===== src/hw/rtl/ptzd_pkg.sv =====
`timescale 1ns / 1ps
// ----------------------------------------------------------------------------
// ptzd_pkg
// Shared types and constants for the packed text code decoder.
// ----------------------------------------------------------------------------
package ptzd_pkg;

    localparam int CodeWidth  = 5;
    localparam int WordWidth  = 16;
    localparam int ValueWidth = 7;
    localparam int SlotCount  = 3;

    localparam logic [ValueWidth-1:0] RowLen    = 7'd26;
    localparam logic [ValueWidth-1:0] AlphaBase = 7'd6;

    localparam logic [CodeWidth-1:0] CodeSpace   = 5'd0;
    localparam logic [CodeWidth-1:0] CodeShift1  = 5'd4;
    localparam logic [CodeWidth-1:0] CodeShift2  = 5'd5;
    localparam logic [CodeWidth-1:0] CodeEscape  = 5'd6;
    localparam logic [CodeWidth-1:0] CodeNewline = 5'd7;
    localparam logic [CodeWidth-1:0] CodeAbbrMax = 5'd3;

    typedef enum logic [2:0] {
        KIND_NONE    = 3'd0,
        KIND_ALPHA   = 3'd1,
        KIND_SPACE   = 3'd2,
        KIND_NEWLINE = 3'd3,
        KIND_LITERAL = 3'd4,
        KIND_ABBREV  = 3'd5
    } kind_t;

    typedef enum logic [1:0] {
        ROW_LOWER  = 2'd0,
        ROW_UPPER  = 2'd1,
        ROW_SYMBOL = 2'd2,
        ROW_SPARE  = 2'd3
    } row_t;

    typedef enum logic [1:0] {
        LIT_IDLE = 2'd0,
        LIT_HIGH = 2'd1,
        LIT_LOW  = 2'd2,
        LIT_RSVD = 2'd3
    } lit_phase_t;

    typedef struct packed {
        row_t       locked_mode;
        row_t       oneshot_mode;
        logic       abbrev_pending;
        logic [1:0] abbrev_bank;
        lit_phase_t literal_phase;
        logic [1:0] literal_high_bits;
    } dec_state_t;

    typedef struct packed {
        kind_t                 kind;
        logic [ValueWidth-1:0] value;
    } item_t;

    typedef struct packed {
        logic [1:0]            count;
        logic                  string_end;
        item_t [SlotCount-1:0] items;
    } word_result_t;

endpackage


===== src/hw/rtl/ptzd_code_step.sv =====
`timescale 1ns / 1ps
// ----------------------------------------------------------------------------
// ptzd_code_step
// Handles one 5-bit code against the decoder state.
// ----------------------------------------------------------------------------
module ptzd_code_step (
    input  logic [ptzd_pkg::CodeWidth-1:0] code,
    input  ptzd_pkg::dec_state_t           state_in,
    output ptzd_pkg::dec_state_t           state_out,
    output logic                           emit,
    output ptzd_pkg::item_t                item
);

    ptzd_pkg::row_t sel;
    ptzd_pkg::row_t shifted;

    always_comb begin
        sel     = (code == ptzd_pkg::CodeShift1) ? ptzd_pkg::ROW_UPPER : ptzd_pkg::ROW_SYMBOL;
        shifted = (state_in.oneshot_mode == sel) ? ptzd_pkg::ROW_LOWER : state_in.oneshot_mode;
    end

    always_comb begin
        state_out  = state_in;
        emit       = 1'b0;
        item.kind  = ptzd_pkg::KIND_NONE;
        item.value = '0;
        if (state_in.abbrev_pending) begin
            emit                      = 1'b1;
            item.kind                 = ptzd_pkg::KIND_ABBREV;
            item.value                = {state_in.abbrev_bank, code};
            state_out.abbrev_pending  = 1'b0;
            state_out.locked_mode     = ptzd_pkg::ROW_LOWER;
            state_out.oneshot_mode    = ptzd_pkg::ROW_LOWER;
        end else if (state_in.literal_phase == ptzd_pkg::LIT_HIGH) begin
            state_out.literal_high_bits = code[1:0];
            state_out.literal_phase     = ptzd_pkg::LIT_LOW;
        end else if (state_in.literal_phase != ptzd_pkg::LIT_IDLE) begin
            emit                    = 1'b1;
            item.kind               = ptzd_pkg::KIND_LITERAL;
            item.value              = {state_in.literal_high_bits, code};
            state_out.literal_phase = ptzd_pkg::LIT_IDLE;
            state_out.oneshot_mode  = state_in.locked_mode;
        end else if (code == ptzd_pkg::CodeSpace) begin
            emit                   = 1'b1;
            item.kind              = ptzd_pkg::KIND_SPACE;
            state_out.oneshot_mode = state_in.locked_mode;
        end else if (code <= ptzd_pkg::CodeAbbrMax) begin
            state_out.abbrev_pending = 1'b1;
            state_out.abbrev_bank    = code[1:0] - 2'd1;
        end else if (code == ptzd_pkg::CodeShift1 || code == ptzd_pkg::CodeShift2) begin
            if (state_in.oneshot_mode == ptzd_pkg::ROW_LOWER) begin
                state_out.oneshot_mode = sel;
            end else begin
                state_out.oneshot_mode = shifted;
                state_out.locked_mode  = shifted;
            end
        end else if (code == ptzd_pkg::CodeEscape
                     && state_in.oneshot_mode == ptzd_pkg::ROW_SYMBOL) begin
            state_out.literal_phase = ptzd_pkg::LIT_HIGH;
        end else if (code == ptzd_pkg::CodeNewline
                     && state_in.oneshot_mode == ptzd_pkg::ROW_SYMBOL) begin
            emit                   = 1'b1;
            item.kind              = ptzd_pkg::KIND_NEWLINE;
            state_out.oneshot_mode = state_in.locked_mode;
        end else begin
            emit                   = 1'b1;
            item.kind              = ptzd_pkg::KIND_ALPHA;
            item.value             = ptzd_pkg::ValueWidth'(state_in.oneshot_mode)
                                     * ptzd_pkg::RowLen
                                     + ptzd_pkg::ValueWidth'(code)
                                     - ptzd_pkg::AlphaBase;
            state_out.oneshot_mode = state_in.locked_mode;
        end
    end

endmodule


===== src/hw/rtl/ptzd_word_decode.sv =====
`timescale 1ns / 1ps
// ----------------------------------------------------------------------------
// ptzd_word_decode
// Runs the three codes of one word in order and packs the emitted items.
// ----------------------------------------------------------------------------
module ptzd_word_decode (
    input  logic [ptzd_pkg::WordWidth-1:0] code_word,
    input  logic                           string_start,
    input  ptzd_pkg::dec_state_t           state_in,
    output ptzd_pkg::dec_state_t           state_out,
    output ptzd_pkg::word_result_t         result
);

    ptzd_pkg::dec_state_t st0;
    ptzd_pkg::dec_state_t st1;
    ptzd_pkg::dec_state_t st2;
    logic                 e0;
    logic                 e1;
    logic                 e2;
    ptzd_pkg::item_t      i0;
    ptzd_pkg::item_t      i1;
    ptzd_pkg::item_t      i2;
    ptzd_pkg::item_t      none_item;

    always_comb begin
        st0 = state_in;
        if (string_start) begin
            st0.locked_mode    = ptzd_pkg::ROW_LOWER;
            st0.oneshot_mode   = ptzd_pkg::ROW_LOWER;
            st0.abbrev_pending = 1'b0;
            st0.literal_phase  = ptzd_pkg::LIT_IDLE;
        end
    end

    ptzd_code_step u_step0 (
        .code      (code_word[14:10]),
        .state_in  (st0),
        .state_out (st1),
        .emit      (e0),
        .item      (i0)
    );

    ptzd_code_step u_step1 (
        .code      (code_word[9:5]),
        .state_in  (st1),
        .state_out (st2),
        .emit      (e1),
        .item      (i1)
    );

    ptzd_code_step u_step2 (
        .code      (code_word[4:0]),
        .state_in  (st2),
        .state_out (state_out),
        .emit      (e2),
        .item      (i2)
    );

    always_comb begin
        none_item.kind  = ptzd_pkg::KIND_NONE;
        none_item.value = '0;
        result.string_end = code_word[ptzd_pkg::WordWidth-1];
        result.count      = 2'(e0) + 2'(e1) + 2'(e2);
        if (!(e0 || e1 || e2)) begin
            result.count = 2'd1;
        end
        if (e0) begin
            result.items[0] = i0;
        end else if (e1) begin
            result.items[0] = i1;
        end else if (e2) begin
            result.items[0] = i2;
        end else begin
            result.items[0] = none_item;
        end
        result.items[1] = (e0 && e1) ? i1 : i2;
        result.items[2] = i2;
    end

endmodule


===== src/hw/rtl/ptzd_out_queue.sv =====
`timescale 1ns / 1ps
// ----------------------------------------------------------------------------
// ptzd_out_queue
// Holds one word's items and presents one per cycle while m_ready is high.
// ----------------------------------------------------------------------------
module ptzd_out_queue (
    input  logic                           aclk,
    input  logic                           aresetn,
    input  logic                           load,
    input  ptzd_pkg::word_result_t         result,
    output logic                           can_load,
    output logic                           m_valid,
    input  logic                           m_ready,
    output logic [2:0]                     m_out_kind,
    output logic [ptzd_pkg::ValueWidth-1:0] m_out_value,
    output logic                           m_string_end,
    output logic                           m_last_of_word
);

    logic [1:0]                                cnt_reg;
    logic [1:0]                                cnt_next;
    logic                                      end_reg;
    ptzd_pkg::item_t [ptzd_pkg::SlotCount-1:0] items_reg;
    logic                                      pop;

    assign m_valid        = (cnt_reg != 2'd0);
    assign pop            = m_valid && m_ready;
    assign can_load       = (cnt_reg == 2'd0) || (cnt_reg == 2'd1 && m_ready);
    assign m_out_kind     = items_reg[0].kind;
    assign m_out_value    = items_reg[0].value;
    assign m_string_end   = end_reg;
    assign m_last_of_word = (cnt_reg == 2'd1);

    always_comb begin
        cnt_next = cnt_reg;
        if (load) begin
            cnt_next = result.count;
        end else if (pop) begin
            cnt_next = cnt_reg - 2'd1;
        end
    end

    always_ff @(posedge aclk) begin
        if (!aresetn) begin
            cnt_reg <= 2'd0;
        end else begin
            cnt_reg <= cnt_next;
        end
    end

    always_ff @(posedge aclk) begin
        if (load) begin
            items_reg <= result.items;
            end_reg   <= result.string_end;
        end else if (pop) begin
            items_reg[0] <= items_reg[1];
            items_reg[1] <= items_reg[2];
        end
    end

endmodule


===== src/hw/rtl/packed_text_zchar_decoder_top.sv =====
`timescale 1ns / 1ps
// An accepted word is held in the input register, decoded combinationally and
// loaded into the output queue registers once the queue can take it. A word
// that yields n items (1 to 3) holds the result port until all are taken,
// while the input register can take the next word; the single result port
// is the limit. Reset (aresetn low, synchronous) empties both registers and
// clears all alphabet, abbreviation and literal state to zero.
// ----------------------------------------------------------------------------
// packed_text_zchar_decoder_top
// Decodes packed 16-bit text words into character, literal and
// abbreviation items.
// ----------------------------------------------------------------------------
module packed_text_zchar_decoder_top (
    input  logic                            aclk,
    input  logic                            aresetn,
    input  logic                            s_valid,
    output logic                            s_ready,
    input  logic [ptzd_pkg::WordWidth-1:0]  s_code_word,
    input  logic                            s_string_start,
    output logic                            m_valid,
    input  logic                            m_ready,
    output logic [2:0]                      m_out_kind,
    output logic [ptzd_pkg::ValueWidth-1:0] m_out_value,
    output logic                            m_string_end,
    output logic                            m_last_of_word
);

    logic                           full_reg;
    logic                           full_next;
    logic [ptzd_pkg::WordWidth-1:0] word_reg;
    logic                           start_reg;
    ptzd_pkg::dec_state_t           state_reg;
    ptzd_pkg::dec_state_t           state_next;
    ptzd_pkg::word_result_t         result;
    logic                           can_load;
    logic                           load;
    logic                           s_fire;

    assign load    = full_reg && can_load;
    assign s_ready = !full_reg || load;
    assign s_fire  = s_valid && s_ready;

    always_comb begin
        full_next = full_reg;
        if (s_fire) begin
            full_next = 1'b1;
        end else if (load) begin
            full_next = 1'b0;
        end
    end

    always_ff @(posedge aclk) begin
        if (!aresetn) begin
            full_reg  <= 1'b0;
            state_reg <= '0;
        end else begin
            full_reg <= full_next;
            if (load) begin
                state_reg <= state_next;
            end
        end
    end

    always_ff @(posedge aclk) begin
        if (s_fire) begin
            word_reg  <= s_code_word;
            start_reg <= s_string_start;
        end
    end

    ptzd_word_decode u_decode (
        .code_word    (word_reg),
        .string_start (start_reg),
        .state_in     (state_reg),
        .state_out    (state_next),
        .result       (result)
    );

    ptzd_out_queue u_queue (
        .aclk           (aclk),
        .aresetn        (aresetn),
        .load           (load),
        .result         (result),
        .can_load       (can_load),
        .m_valid        (m_valid),
        .m_ready        (m_ready),
        .m_out_kind     (m_out_kind),
        .m_out_value    (m_out_value),
        .m_string_end   (m_string_end),
        .m_last_of_word (m_last_of_word)
    );

endmodule


===== config.mk =====
export PLATFORM = sky130hd
export DESIGN_NAME = packed_text_zchar_decoder_top
export DESIGN_NICKNAME = d
export VERILOG_FILES = /design/src/hw/rtl/ptzd_pkg.sv /design/src/hw/rtl/ptzd_code_step.sv /design/src/hw/rtl/ptzd_word_decode.sv /design/src/hw/rtl/ptzd_out_queue.sv /design/src/hw/rtl/packed_text_zchar_decoder_top.sv
export SDC_FILE = /design/constraint.sdc
export NUM_CORES = 1
export LEC_CHECK = 0
export ABC_AREA = 1
export BUFFER_PORTS_ARGS = -buffer_cell sky130_fd_sc_hd__buf_2
export CORE_ASPECT_RATIO = 1.4
export CORE_MARGIN = 3
export CORE_UTILIZATION = 31
export DETAILED_ROUTE_END_ITERATION = 7
export PLACE_DENSITY = 0.5
export SKIP_LAST_GASP = 1
export SLEW_MARGIN = 25
export SYNTH_ARGS = -nofsm -noshare
export SYNTH_HDL_FRONTEND = slang
export SYNTH_SLANG_ARGS = --single-unit
export TNS_END_PERCENT = 30

===== constraint.sdc =====
create_clock -name aclk -period 4.9 [get_ports aclk]
set_clock_uncertainty 0.2 [all_clocks]
set_input_delay 0.245 -clock aclk [delete_from_list [all_inputs] [get_ports aclk]]
set_output_delay 0.245 -clock aclk [all_outputs]
set_load 0.01 [all_outputs]

==> out/qor.txt, run 1 <==
========================================================================================
Result of the run .........................................................    completed
Mean cell area of the mapped netlist ......................................   7.594 um^2
Layout overhead on the synthesized area ...................................       27.71%
Initial antenna violation count ...........................................            0
DP Wirelength .............................................................     12.36 mm
Starting utilization of the core area .....................................       0.3204
Share of layout cells above drive strength 1 ..............................       0.2716
Core utilization of the finished layout ...................................       0.4092
Leading cell types in the layout, fill and taps excluded .................. 126 x nand2_1, 101 x inv_1, 59 x buf_4, 58 x nor2_1, 52 x a21oi_1
Buf/Inv on CP .............................................................            2
Net count after synthesis .................................................          759
Critical Path Fanout Max ..................................................            4
CTS Buf Count .............................................................            9
Kind of critical path ..................................................... register to register
Largest stage delay on the critical path ..................................      0.57 ns
Reported leakage power ....................................................     3.085 nW
Ports placed on the boundary ..............................................           35
Hold Vio Cnt, Final .......................................................            0
Latest clock arrival within the worst-skew pair ...........................      0.34 ns
Netlist cell types ........................................................           52
Nets ......................................................................          862
Detailed-route DRC error count ............................................            0
Setup crit end kind .......................................................     register
Setup crit start kind .....................................................     register
Max capacitance violation total ...........................................            0
Clock tree root driver cell ...............................................    clkbuf_16
Global-route usage over all layers ........................................       0.1759
Overall routed net length .................................................     15.68 mm
Max FFs per register ......................................................           20
Cell count after synthesis ................................................          691
Remaining antenna violation count .........................................            0
Total power density per cell area ......................................... 390.3 mW/mm^2
Setup repair after global routing missed its margin .......................         true
Maximum vdd drop ..........................................................    0.1366 mV
Dominant register cell in the synthesized netlist .........................     edfxtp_1
Number of placement rows ..................................................           55
Library cell with the largest summed area after synthesis .................     edfxtp_1
Die X-Extent ..............................................................     116.0 um
Share of the clock period used by the worst path after layout .............       0.9855
Maximum clock frequency ...................................................   0.2071 GHz
Async set-reset flop share out of synthesis ...............................            0
Number of warnings printed during yosys synthesis .........................            0
Global-route wire length before repair ....................................     25.41 mm
Synth top area share ......................................................       0.2747
Critical Path AT ..........................................................      4.70 ns
Diode count ...............................................................            0
Netlist Area Pre-Place .................................................... 0.005248 mm^2
Post-detailed-route wirelength per cell ...................................     15.71 um
Depth of the CTS H-tree ...................................................            3
Actual transition at the worst max-transition pin .........................    0.9346 ns
Die span in y .............................................................     159.9 um
Final critical-path required period .......................................     4.829 ns
FF+latch count, synth .....................................................           62
Overflow left after global routing ........................................            0
Placeable core region ..................................................... 0.01638 mm^2
Cell family with most CP delay ............................................ simple AND/OR/NAND/NOR gates
Fraction of the yosys area taken by sequential cells ......................       0.3281
Number of vias per cell after detailed routing ............................        4.876
Clock tree sinks ..........................................................           62
Number of vias after detailed routing .....................................        4,866
Iter 0 DRT Violations .....................................................          234
Vias in the first global route ............................................        4,964
Hold Worst Slack ..........................................................   0.08108 ns
Area of the die ........................................................... 0.01855 mm^2
Most common cell after layout, fill and taps aside ........................      nand2_1
Ranking of synthesized cells by area ...................................... edfxtp_1 27%, ha_1 9.5%, nand2_1 9.5%, inv_1 7.8%, dfxtp_1 5.3%
Clock slew at reported path FFs ...........................................      0.06 ns
Final Wtd Congestion ......................................................       0.9041
Number of flops mapped to enable cells by yosys ...........................           48
Tightest Hold Check Type .................................................. primary input to register
CTS Buffer Depth ..........................................................            2
IO buf count ..............................................................           34
Required time of the critical path ........................................      4.77 ns
Clock tree from TritonCTS .................................................         done
Slowest CP cell ...........................................................         fa_1
Max-slew violation total from the final report ............................            0
Number of setup violations in the final report ............................            0
Number of search-and-repair iterations in the first detailed-routing pass .            5
Worst-case headroom to the max-slew limit .................................       0.3762
Largest net degree at the start of global routing .........................           38
========================================================================================
metal layers:
layer / up-vias / track usage / routed length (um)
li1: 2469 / - / -
met1: 2257 / 0.2026 / 6365
met2: 106 / 0.3127 / 8155
met3: 34 / 0.02805 / 477
met4: 0 / 0.07968 / 677
met5: - / 0 / 0
worst register-to-register path: cells and delay by family (launching register included):
family          cells  cell delay [ns]
compound gates      7             0.88
xor+xnor            1             0.11
fa+ha+maj           4             1.20
buf+inv             2             0.19
flops               1             0.46
simple gates       15             1.54
stage by stage:
step / cell area, um^2 / std cells / setup TNS [ns] / setup WS [ns] / power [mW]
finish: 6701 / 998 / 0 / 0.07107 / 2.615
global route: 6701 / 998 / -4.571 / -0.3032 / 2.796
CTS: 6464 / 987 / -0.1190 / -0.04279 / 2.578
detailed placement: 5923 / 952 / -0.3427 / -0.1239 / 1.875
global placement: 5916 / 952 / -0.06015 / -0.06015 / 1.845
floorplan: 5248 / 691 / 0 / 0.1064 / 1.510
final cells by class:
class | count | area (um^2)
multi-input combinational | 483 | 3115
clock inverter | 7 | 81.33
fill | 1698 | 9677
clock buffer | 9 | 225.2
timing repair buffer | 113 | 814.5
sequential | 62 | 1722
inverter | 125 | 494.2
tap | 199 | 249.0
final timing paths:
check	startpoint	endpoint	slack, ns	depth (start not counted)
worst max-delay path	start_reg$_DFFE_PP_	u_queue.m_out_value[5]$_DFFE_PP_	0.07	29
worst min-delay path	m_ready	full_reg$_SDFFE_PN0P_	0.08	4
worst min register to register	word_reg[15]$_DFFE_PP_	u_queue.m_string_end$_DFFE_PP_	0.22	0
worst max register to register	start_reg$_DFFE_PP_	u_queue.m_out_value[5]$_DFFE_PP_	0.07	29
synth_stat cells, drive strengths merged, types with 2 or more instances:
| cell type | number |
|---|---|
| nand2 | 146 |
| inv | 123 |
| nor2 | 80 |
| o21ai | 62 |
| a21oi | 61 |
| edfxtp | 48 |
| ha | 40 |
| nand3 | 25 |
| dfxtp | 14 |
| buf | 13 |
| a31oi | 10 |
| nor3 | 9 |
| clkbuf | 8 |
| fa | 7 |
| o22ai | 7 |
| a211oi | 5 |
| nand4 | 4 |
| o211ai | 4 |
| xnor2 | 4 |
| o21a | 3 |
| o311ai | 3 |
| or2 | 3 |
| a21boi | 2 |
| a22oi | 2 |
report_power, final:
part | internal [mW] | leakage (nW) | switching [mW]
Combinational | 0.445 | 2.37 | 0.717
Clock | 0.400 | 0.147 | 0.273
Sequential | 0.736 | 0.572 | 0.0442
Total | 1.58 | 3.08 | 1.03
timing repair:
item / in CTS / in global routing
pin swaps: 3 / 32
resized for setup: 9 / 50
endpoints found under the setup margin: 9 / 26
hold buffers: 19 / 0
setup buffers: 0 / 11
endpoints found under the hold margin: 20 / 0
kinds of logic after synthesis:
logic type	Yosys count	synth area share
AO/OA/AOI/OAI	161	0.1831
XOR/XNOR	5	0.008345
adder cells (fa/ha/maj)	47	0.1221
buffers and inverters	146	0.1173
flip-flops	62	0.3281
AND/OR/NAND/NOR	270	0.2411
Power figures use the tool's default switching activity.
==> run 2: changes to the inputs <==
--- a/config.mk
+++ b/config.mk
@@ -9,9 +9,9 @@
 export BUFFER_PORTS_ARGS = -buffer_cell sky130_fd_sc_hd__buf_2
 export CORE_ASPECT_RATIO = 1.4
 export CORE_MARGIN = 3
-export CORE_UTILIZATION = 31
+export CORE_UTILIZATION = 56
 export DETAILED_ROUTE_END_ITERATION = 7
-export PLACE_DENSITY = 0.5
+export PLACE_DENSITY = 0.78
 export SKIP_LAST_GASP = 1
 export SLEW_MARGIN = 25
 export SYNTH_ARGS = -nofsm -noshare
==> run 2 against run 1 <==
The flow now finishes with violations (negative setup slack). Combinational power increased by 3%. Worst hold slack improved by 0.028 ns. Die area decreased by 43%. Clock-buffer cell count is the same. Utilization rose by 34 points. Non-clock buffer count grew 10. Cell count decreased by 8.2%. Sequential power is 0.6% higher. Clock power down 3%. Critical endpoint is now u_queue.m_out_kind[0]$_DFFE_PP_. Highest routed layer unchanged.
==> out/qor.txt, run 2 (synthesis results as in run 1) <==
========================================================================================
Largest stage delay on the critical path ..................................      0.46 ns   -0.11 ns
Setup repair after global routing missed its margin .......................         true
Remaining antenna violation count .........................................            0   unchanged
Maximum vdd drop ..........................................................    0.2244 mV   +64%
Final critical-path setup slack ........................................... -0.00003597 ns   -0.07110 ns
Core utilization of the finished layout ...................................       0.7452   +0.3360
Global-route wire length before repair ....................................     24.71 mm   -2.8%
Actual transition at the worst max-transition pin .........................    0.9492 ns   +0.01460 ns
Starting utilization of the core area .....................................       0.5779   +0.2575
Worst setup slack before clock tree synthesis .............................   -0.3758 ns   -0.2519 ns
Cell area reported after detailed placement ............................... 0.005635 mm^2   -4.9%
Largest net degree at the start of global routing .........................           38   unchanged
Number of setup violations in the final report ............................            1   +1
Setup crit end kind .......................................................     register
Layout overhead on the synthesized area ...................................       28.95%
Number of vias after detailed routing .....................................        5,331   +9.6%
Detailed-route DRC error count ............................................            0   unchanged
Reported leakage power ....................................................     3.155 nW   +2.3%
Buf/Inv on CP .............................................................           26   +24
Depth of the CTS H-tree ...................................................            3   unchanged
Die X-Extent ..............................................................     87.81 um   -24%
Tightest Hold Check Type .................................................. primary input to register
Die span in y .............................................................     120.5 um   -25%
Count of placed standard cells in the final layout, fillers left out ......          916   -8.2%
Critical Path AT ..........................................................      4.78 ns   +0.08 ns
Slowest CP cell ...........................................................     edfxtp_1
Clock tree root driver cell ...............................................    clkbuf_16
Area of the die ........................................................... 0.01058 mm^2   -43%
Placeable core region ..................................................... 0.009080 mm^2   -45%
CTS Buffer Depth ..........................................................            2   unchanged
FF-to-FF setup slack ......................................................  -0.00004 ns   -0.07 ns
Cell family with most CP delay ............................................ buffers and inverters
Total power ...............................................................     2.635 mW   +0.77%
Kind of critical path ..................................................... register to register
Share of layout cells above drive strength 1 ..............................       0.3016   +0.03002
Critical Path Fanout Max ..................................................            3   -1
Clock tree sinks ..........................................................           62   unchanged
Share of the clock period used by the worst path after layout .............        1.000   +0.01451
Diode count ...............................................................            0   unchanged
Global-route usage over all layers ........................................       0.3052   +0.1293
Number of search-and-repair iterations in the first detailed-routing pass .            5   unchanged
Result of the run ......................................................... finished, violations left
Clock slew at reported path FFs ...........................................      0.06 ns   about the same
TNS Setup ................................................................. -0.00003597 ns   -0.00003597 ns
Total power density per cell area ......................................... 389.5 mW/mm^2   -0.20%
Sequential Area ........................................................... 0.001722 mm^2   unchanged
Final Wtd Congestion ......................................................       0.9416   +4.1%
Setup crit start kind .....................................................     register
Max capacitance violation total ...........................................            0   unchanged
Fill cell count ...........................................................          672   -60%
DP Wirelength .............................................................     11.02 mm   -11%
Leading cell types in the layout, fill and taps excluded .................. 122 x nand2_1, 95 x inv_1, 68 x buf_4, 58 x nor2_1, 52 x a21oi_1
Post-detailed-route wirelength per cell ...................................     17.90 um   +14%
Final critical-path required period .......................................     4.900 ns   +0.07110 ns
Required time of the critical path ........................................      4.78 ns   about the same
Hold Vio Cnt, Final .......................................................            0   unchanged
Cell Count Post-Placement .................................................          837   -12%
Hold Worst Slack ..........................................................    0.1088 ns   +0.02772 ns
Initial antenna violation count ...........................................            0   unchanged
Overflow left after global routing ........................................            0   unchanged
IO buf count ..............................................................           34   unchanged
Final std cell area, no fill .............................................. 0.006766 mm^2   +0.97%
Iter 0 DRT Violations .....................................................          467   +100%
Max-slew violation total from the final report ............................            0   unchanged
Violations in the final reports ........................................... negative setup slack
Most frequent cell on the critical path ...................................        buf_4
CTS Buf Count .............................................................            9   unchanged
Combined area of the multi-input logic cells .............................. 0.003223 mm^2   +3.5%
Vias in the first global route ............................................        5,113   +3.0%
Nets ......................................................................          872   +1.2%
Number of vias per cell after detailed routing ............................        5.820   +19%
Overall routed net length .................................................     16.40 mm   +4.6%
Maximum clock frequency ...................................................   0.2041 GHz   -1.5%
Latest clock arrival within the worst-skew pair ...........................      0.35 ns   about the same
Most common cell after layout, fill and taps aside ........................      nand2_1
Clock tree from TritonCTS .................................................         done
Ports placed on the boundary ..............................................           35   unchanged
Number of placement rows ..................................................           41   -25%
Worst-case headroom to the max-slew limit .................................       0.3633   -0.01296
Max FFs per register ......................................................           20   unchanged
========================================================================================
==> run 2: changes by cell type in the layout (fill, tap and decap cells not counted), sizes merged <==
cell and delta:
clkinvlp -2, buf +10, inv -1, clkinv +3
==> run 2: final timing paths <==
path,to,cells past startpoint,start
worst max register to register,u_queue.m_out_kind[0]$_DFFE_PP_,32,start_reg$_DFFE_PP_
worst max-delay path,u_queue.m_out_kind[0]$_DFFE_PP_,32,start_reg$_DFFE_PP_
worst min-delay path,full_reg$_SDFFE_PN0P_,4,m_ready
worst min register to register,u_queue.m_string_end$_DFFE_PP_,0,word_reg[15]$_DFFE_PP_
==> run 2: layer usage <==
metal	global-route usage	part of all wire	up-vias
met4	0.1699	0.059	0
met5	0	0	-
li1	-	-	2499
met1	0.3431	0.36	2475
met2	0.5335	0.52	276
met3	0.05112	0.064	81
==> run 2: report_power, final <==
part / switching [mW] / internal (mW) / total, mW
logic: 0.744 / 0.453 / 1.20
clock network: 0.259 / 0.395 / 0.654
registers: 0.0487 / 0.736 / 0.785
total: 1.05 / 1.58 / 2.64
==> run 2: repair_timing <==
| action | 4_1_cts | 5_1_grt |
|---|---|---|
| hold buffers | 19 | 0 |
| endpoints found under the setup margin | 6 | 24 |
| endpoints found under the hold margin | 20 | 0 |
| pin swaps | 16 | 34 |
| buffers inserted | 35 | 12 |
| resized for setup | 22 | 62 |
==> run 2: final cells by class <==
| type | count | area share |
|---|---|---|
| sequential | 62 | 0.2544 |
| clock buffer | 9 | 0.03328 |
| timing repair buffer | 123 | 0.1320 |
| clock inverter | 7 | 0.01091 |
| tap | 107 | 0.01979 |
| inverter | 125 | 0.07322 |
| multi-input combinational | 483 | 0.4763 |
==> run 2: worst register-to-register path: cells and delay by family (launching register included) <==
kind / cells / cell delay, ns
adders and majority gates: 1 / 0.14
buffers and inverters: 26 / 3.21
DFF: 1 / 0.46
AOI/OAI and AO/OA: 2 / 0.27
and+or+nand+nor: 3 / 0.37
